### src/rtl/porq_pkg.sv
// Package for the sorted ready queue: entry type, cell command bundle,
// queue depth and the rank compare shared by the cells.
// No dependencies.
`default_nettype none

package porq_pkg;

    localparam int unsigned DEPTH = 32;

    localparam int unsigned ID_W   = 15;
    localparam int unsigned PRIO_W = 8;
    localparam int unsigned TIME_W = 32;

    localparam logic FUNC_INSERT = 1'b0;
    localparam logic FUNC_POP    = 1'b1;

    typedef struct packed {
        logic [ID_W-1:0]   id;
        logic [PRIO_W-1:0] prio;
        logic [TIME_W-1:0] rtime;
    } t_entry;

    // Broadcast to every cell in the cycle an item is taken.
    typedef struct packed {
        logic   ins;
        logic   pop;
        t_entry ent;
    } t_cmd;

    // True when stored entry s ranks strictly below new entry n.
    function automatic logic ranks_below(input t_entry s, input t_entry n);
        logic res;
        if (s.prio != n.prio) begin
            res = (s.prio < n.prio);
        end else if (s.rtime != n.rtime) begin
            res = (s.rtime > n.rtime);
        end else begin
            res = (s.id > n.id);
        end
        return res;
    endfunction

endpackage

`default_nettype wire

### src/rtl/porq_cell.sv
// One slot of the sorted queue: holds an entry and its valid flag,
// shifts right on insert below the new entry, shifts left on pop.
// Depends on porq_pkg.
`default_nettype none

module porq_cell
    import porq_pkg::*;
(
    input  wire logic   i_clk,
    input  wire logic   i_rst_n,
    input  wire t_cmd   i_cmd,
    input  wire t_entry i_left_entry,
    input  wire logic   i_left_valid,
    input  wire logic   i_left_below,
    input  wire t_entry i_right_entry,
    input  wire logic   i_right_valid,
    output t_entry      o_entry,
    output logic        o_valid,
    output logic        o_below
);

    t_entry r_entry, n_entry;
    logic   r_valid, n_valid;
    logic   below;

    assign below = !r_valid || ranks_below(r_entry, i_cmd.ent);

    always_comb begin
        n_entry = r_entry;
        n_valid = r_valid;
        if (i_cmd.ins && below) begin
            if (i_left_below) begin
                // neighbor also moves: take its entry
                n_entry = i_left_entry;
                n_valid = i_left_valid;
            end else begin
                // first slot below the new entry: place it here
                n_entry = i_cmd.ent;
                n_valid = 1'b1;
            end
        end else if (i_cmd.pop) begin
            n_entry = i_right_entry;
            n_valid = i_right_valid;
        end
    end

    always_ff @(posedge i_clk) begin
        if (!i_rst_n) begin
            r_valid <= 1'b0;
        end else begin
            r_valid <= n_valid;
        end
    end

    always_ff @(posedge i_clk) begin
        r_entry <= n_entry;
    end

    assign o_entry = r_entry;
    assign o_valid = r_valid;
    assign o_below = below;

endmodule

`default_nettype wire

### config.mk
export PLATFORM = sky130hd
export DESIGN_NAME = porq_cell
export DESIGN_NICKNAME = d
export VERILOG_FILES = /design/src/rtl/porq_pkg.sv /design/src/rtl/porq_cell.sv
export SDC_FILE = /design/constraint.sdc
export NUM_CORES = 1
export LEC_CHECK = 0
export ABC_CLOCK_PERIOD_IN_PS = 11800
export BUFFER_PORTS_ARGS = -buffer_cell sky130_fd_sc_hd__buf_4
export CAP_MARGIN = 20
export CORE_MARGIN = 3
export CORE_UTILIZATION = 50
export CTS_CLUSTER_DIAMETER = 150
export DETAILED_ROUTE_END_ITERATION = 7
export PLACE_DENSITY = 0.95
export REMOVE_ABC_BUFFERS = 1
export SETUP_SLACK_MARGIN = 0.05
export SLEW_MARGIN = 10
export SYNTH_ARGS = -nofsm -noshare
export SYNTH_HDL_FRONTEND = slang
export SYNTH_SLANG_ARGS = --single-unit
### constraint.sdc
create_clock -name i_clk -period 11.8 [get_ports i_clk]
set_clock_uncertainty 0.05 [all_clocks]
set_input_delay 2.36 -clock i_clk [delete_from_list [all_inputs] [get_ports i_clk]]
set_output_delay 2.36 -clock i_clk [all_outputs]
set_load 0.02 [all_outputs]
==> impl_metrics.json <==
{
  "status": "finished, final reports clean",
  "htree_levels": 2,
  "hold_viol_final": 0,
  "cts_tree": "done",
  "area_growth_syn_to_layout_pct": 42.0,
  "crit_end": "o_below",
  "reg2reg_depth": 10,
  "power_leakage_nw": 3.13,
  "grt_pass1_wl_mm": 20.1,
  "slowest_delay_ns": 0.53,
  "period_share_pct": 57.2,
  "r2r-end": "o_entry[46]",
  "cts.clk_slew.worst_paths_ns": 0.10,
  "dpl.cell_count": 760,
  "path_common_cell": "buf_4",
  "max_freq_mhz": 148,
  "syn_avg_cell_area_sq_um": 10.0,
  "grt_util_all_layers_pct": 25.0,
  "drt_iter0_drc": 134,
  "cts.sinks": 56,
  "post_cts_buffers": 0,
  "die_h_um": 100,
  "maxSlewHeadroom_pct": 37.7,
  "yosysWarnings": 0,
  "routed_via_density": 5.40,
  "tightest_slew_ns": 0.934,
  "path_depth": 10,
  "dieArea_sq_um": 10000,
  "cts_buffer_depth": 2,
  "postRouteAntennaNets": 0,
  "grt_overflow": 0,
  "antenna_found_initial": 0,
  "cts_buffers": 5,
  "rsz0062_at_grt": "no",
  "end_kind": "output pin",
  "finalPower_w": 0.000693,
  "ys_ff_latch": 56,
  "ys_types": 40,
  "core_area_sq_um": 8420,
  "initial_core_util_pct": 52.6,
  "grt_max_degree": 109,
  "dieWidth_um": 100,
  "clkLatencyLatePin_ns": 0.30,
  "regArea_sq_um": 1670,
  "layout-drive-gt1-share_pct": 43.1,
  "ioPinCount": 229,
  "hold_buffers": 0,
  "wl_mm": 12.9,
  "cts_root_buffer": "clkbuf_8",
  "globalplace.congestion": 0.852,
  "avgRoutedWirePerCell_um": 16.8,
  "fillers": 584,
  "cts_resized": 0,
  "worstPathRequired_ns": 9.39,
  "cap_violations": 0,
  "crit_chain": "buf_4 -> inv_1 -> ha_1 -> a21oi_1 -> o21ai_0 -> a22o_1 -> or4b_1 -> a21oi_2 -> a31oi_1 -> buf_4",
  "r2r_start": "o_entry[32]",
  "critical_path_arrival_ns": 4.34,
  "finalNetCount": 889,
  "io_buffers": 228,
  "slowest_stage": "or4b_1",
  "critPathTopFamily": "compound AO/OA/AOI/OAI gates",
  "drt_pass1_iterations": 4,
  "critPathKind": "input pin to output pin",
  "multi_input_area_sq_um": 2450,
  "cp-start-kind": "input pin",
  "fin_tns_setup_ns": 0,
  "seq_area_frac_synth_pct": 37.7,
  "slew_violations": 0,
  "synth_cells": 443,
  "hold_class": "register to register",
  "antenna_cells": 0,
  "dp_hpwl_mm": 10.4,
  "path_max_fanout": 3,
  "rows": 33,
  "final_cells": 768,
  "r2r_setup_slack_ns": 8.25,
  "syn_area_sq_um": 4430,
  "grt_pass1_vias": 4361,
  "fin_crit_ns": 6.75,
  "setup_viol": 0,
  "via_count": 4147,
  "p_per_area_nw_per_um2": 110,
  "drc": 0,
  "peakVddDrop_uv": 59.8,
  "startpoint": "i_cmd[23]",
  "cp_num_buf_inv": 3
}
-- per-stage QoR --
stage          util [%]  cell area (sq um)  setup WS, ns  hold slack [ns]
5_1_grt            74.7               6290          4.97            0.648
2_1_floorplan         -               4330          3.40            0.618
6_report           74.7               6290          5.05            0.610
4_1_cts            74.7               6290          5.07            0.608
3_3_place_gp       73.6               6200          5.11            0.554
3_5_place_dp       73.6               6200          5.10            0.588
-- where the power goes --
part | internal [W] | switching (W) | total (W)
Sequential | 0.000260 | 0.0000190 | 0.000279
Clock | 0.0000471 | 0.0000633 | 0.000110
Combinational | 0.000150 | 0.000153 | 0.000303
-- cell usage after synthesis --
library cell | instances | share of area, %
or2_1 | 1 | 0.14
nand2b_1 | 2 | 0.28
mux2i_1 | 1 | 0.23
o211ai_1 | 3 | 0.51
a221oi_1 | 1 | 0.20
and4_1 | 1 | 0.20
ha_1 | 55 | 16
a211o_1 | 1 | 0.20
o21bai_1 | 1 | 0.17
a22oi_1 | 1 | 0.17
nor4_1 | 1 | 0.14
a2111o_1 | 2 | 0.51
buf_6 | 4 | 1.0
o21a_1 | 2 | 0.34
mux2_1 | 15 | 3.8
nand4_1 | 14 | 2.0
a22o_1 | 1 | 0.20
o31ai_1 | 1 | 0.17
buf_2 | 2 | 0.23
nand3_1 | 4 | 0.45
a21oi_1 | 21 | 2.4
or4b_1 | 1 | 0.23
mux2_2 | 23 | 5.8
inv_1 | 58 | 4.9
nand2_1 | 63 | 5.3
o21ai_0 | 60 | 6.8
edfxtp_1 | 55 | 37
nor4_2 | 1 | 0.28
mux2_4 | 20 | 6.8
a211oi_1 | 1 | 0.17
dfxtp_1 | 1 | 0.45
a311oi_2 | 1 | 0.34
nor3_1 | 2 | 0.23
clkbuf_1 | 12 | 1.0
nor2b_1 | 1 | 0.14
a21oi_2 | 1 | 0.20
nor2_1 | 5 | 0.42
a21o_1 | 2 | 0.34
a31oi_1 | 1 | 0.14
nor4b_2 | 1 | 0.34
-- layout by cell type (no fill, tap or decap), drive strengths merged, types with 2 or more instances in the layout --
cell / count
nand4: 14
inv: 58
o211ai: 3
nor4: 2
clkbuf: 6
buf: 230
nand2: 63
a2111o: 2
o21a: 2
edfxtp: 55
nand2b: 2
nor2: 5
clkinv: 2
ha: 55
o21ai: 60
a21oi: 22
mux2: 58
a21o: 2
nand3: 4
nor3: 2
-- cell families after synthesis --
| kind of cell | synth area share [%] |
|---|---|
| AO/OA/AOI/OAI | 12.8 |
| AND/OR/NAND/NOR | 10.2 |
| flip-flops | 37.7 |
| buffers and inverters | 7.17 |
| adder cells (fa/ha/maj) | 15.5 |
| multiplexers | 16.7 |
-- state kept, by name, indices dropped and copies added, names as in the netlist --
signal and count:
o_entry 55, o_valid 1
-- worst min-delay path by stage --
stage            start       to  slack (ns)  cells past startpoint
4_1_cts        o_valid  o_valid        0.61                      2
5_1_grt        o_valid  o_valid        0.65                      2
3_3_place_gp   o_valid  o_valid        0.55                      2
3_5_place_dp   o_valid  o_valid        0.59                      2
2_1_floorplan  o_valid  o_valid        0.62                      2
6_report       o_valid  o_valid        0.61                      2
-- layer usage --
layer	vias to the layer above	wire, um	global-route usage (%)
met5	-	0	0
met4	0	363	10.1
met3	34	1020	5.28
met2	170	6830	46.4
met1	1918	4700	27.6
li1	2025	-	-
-- worst register-to-register path, stage by stage, from the launching register on --
cell and delay, ns:
edfxtp_1 0.42, inv_1 0.08, ha_1 0.23, nand2b_1 0.15, a2111o_1 0.41, a22oi_1 0.25
or4b_1 0.18, a21oi_2 0.05, a311oi_4 0.27, or2_2 0.61, buf_4 0.51
-- cell type report --
type	count	area share, %
Tap cell	105	2.09
Multi-Input combinational cell	311	39.0
Clock buffer	6	1.31
Timing Repair Buffer	230	27.4
Inverter	58	3.46
Clock inverter	2	0.159
Sequential cell	56	26.6
(Power assumes the default switching activity.)
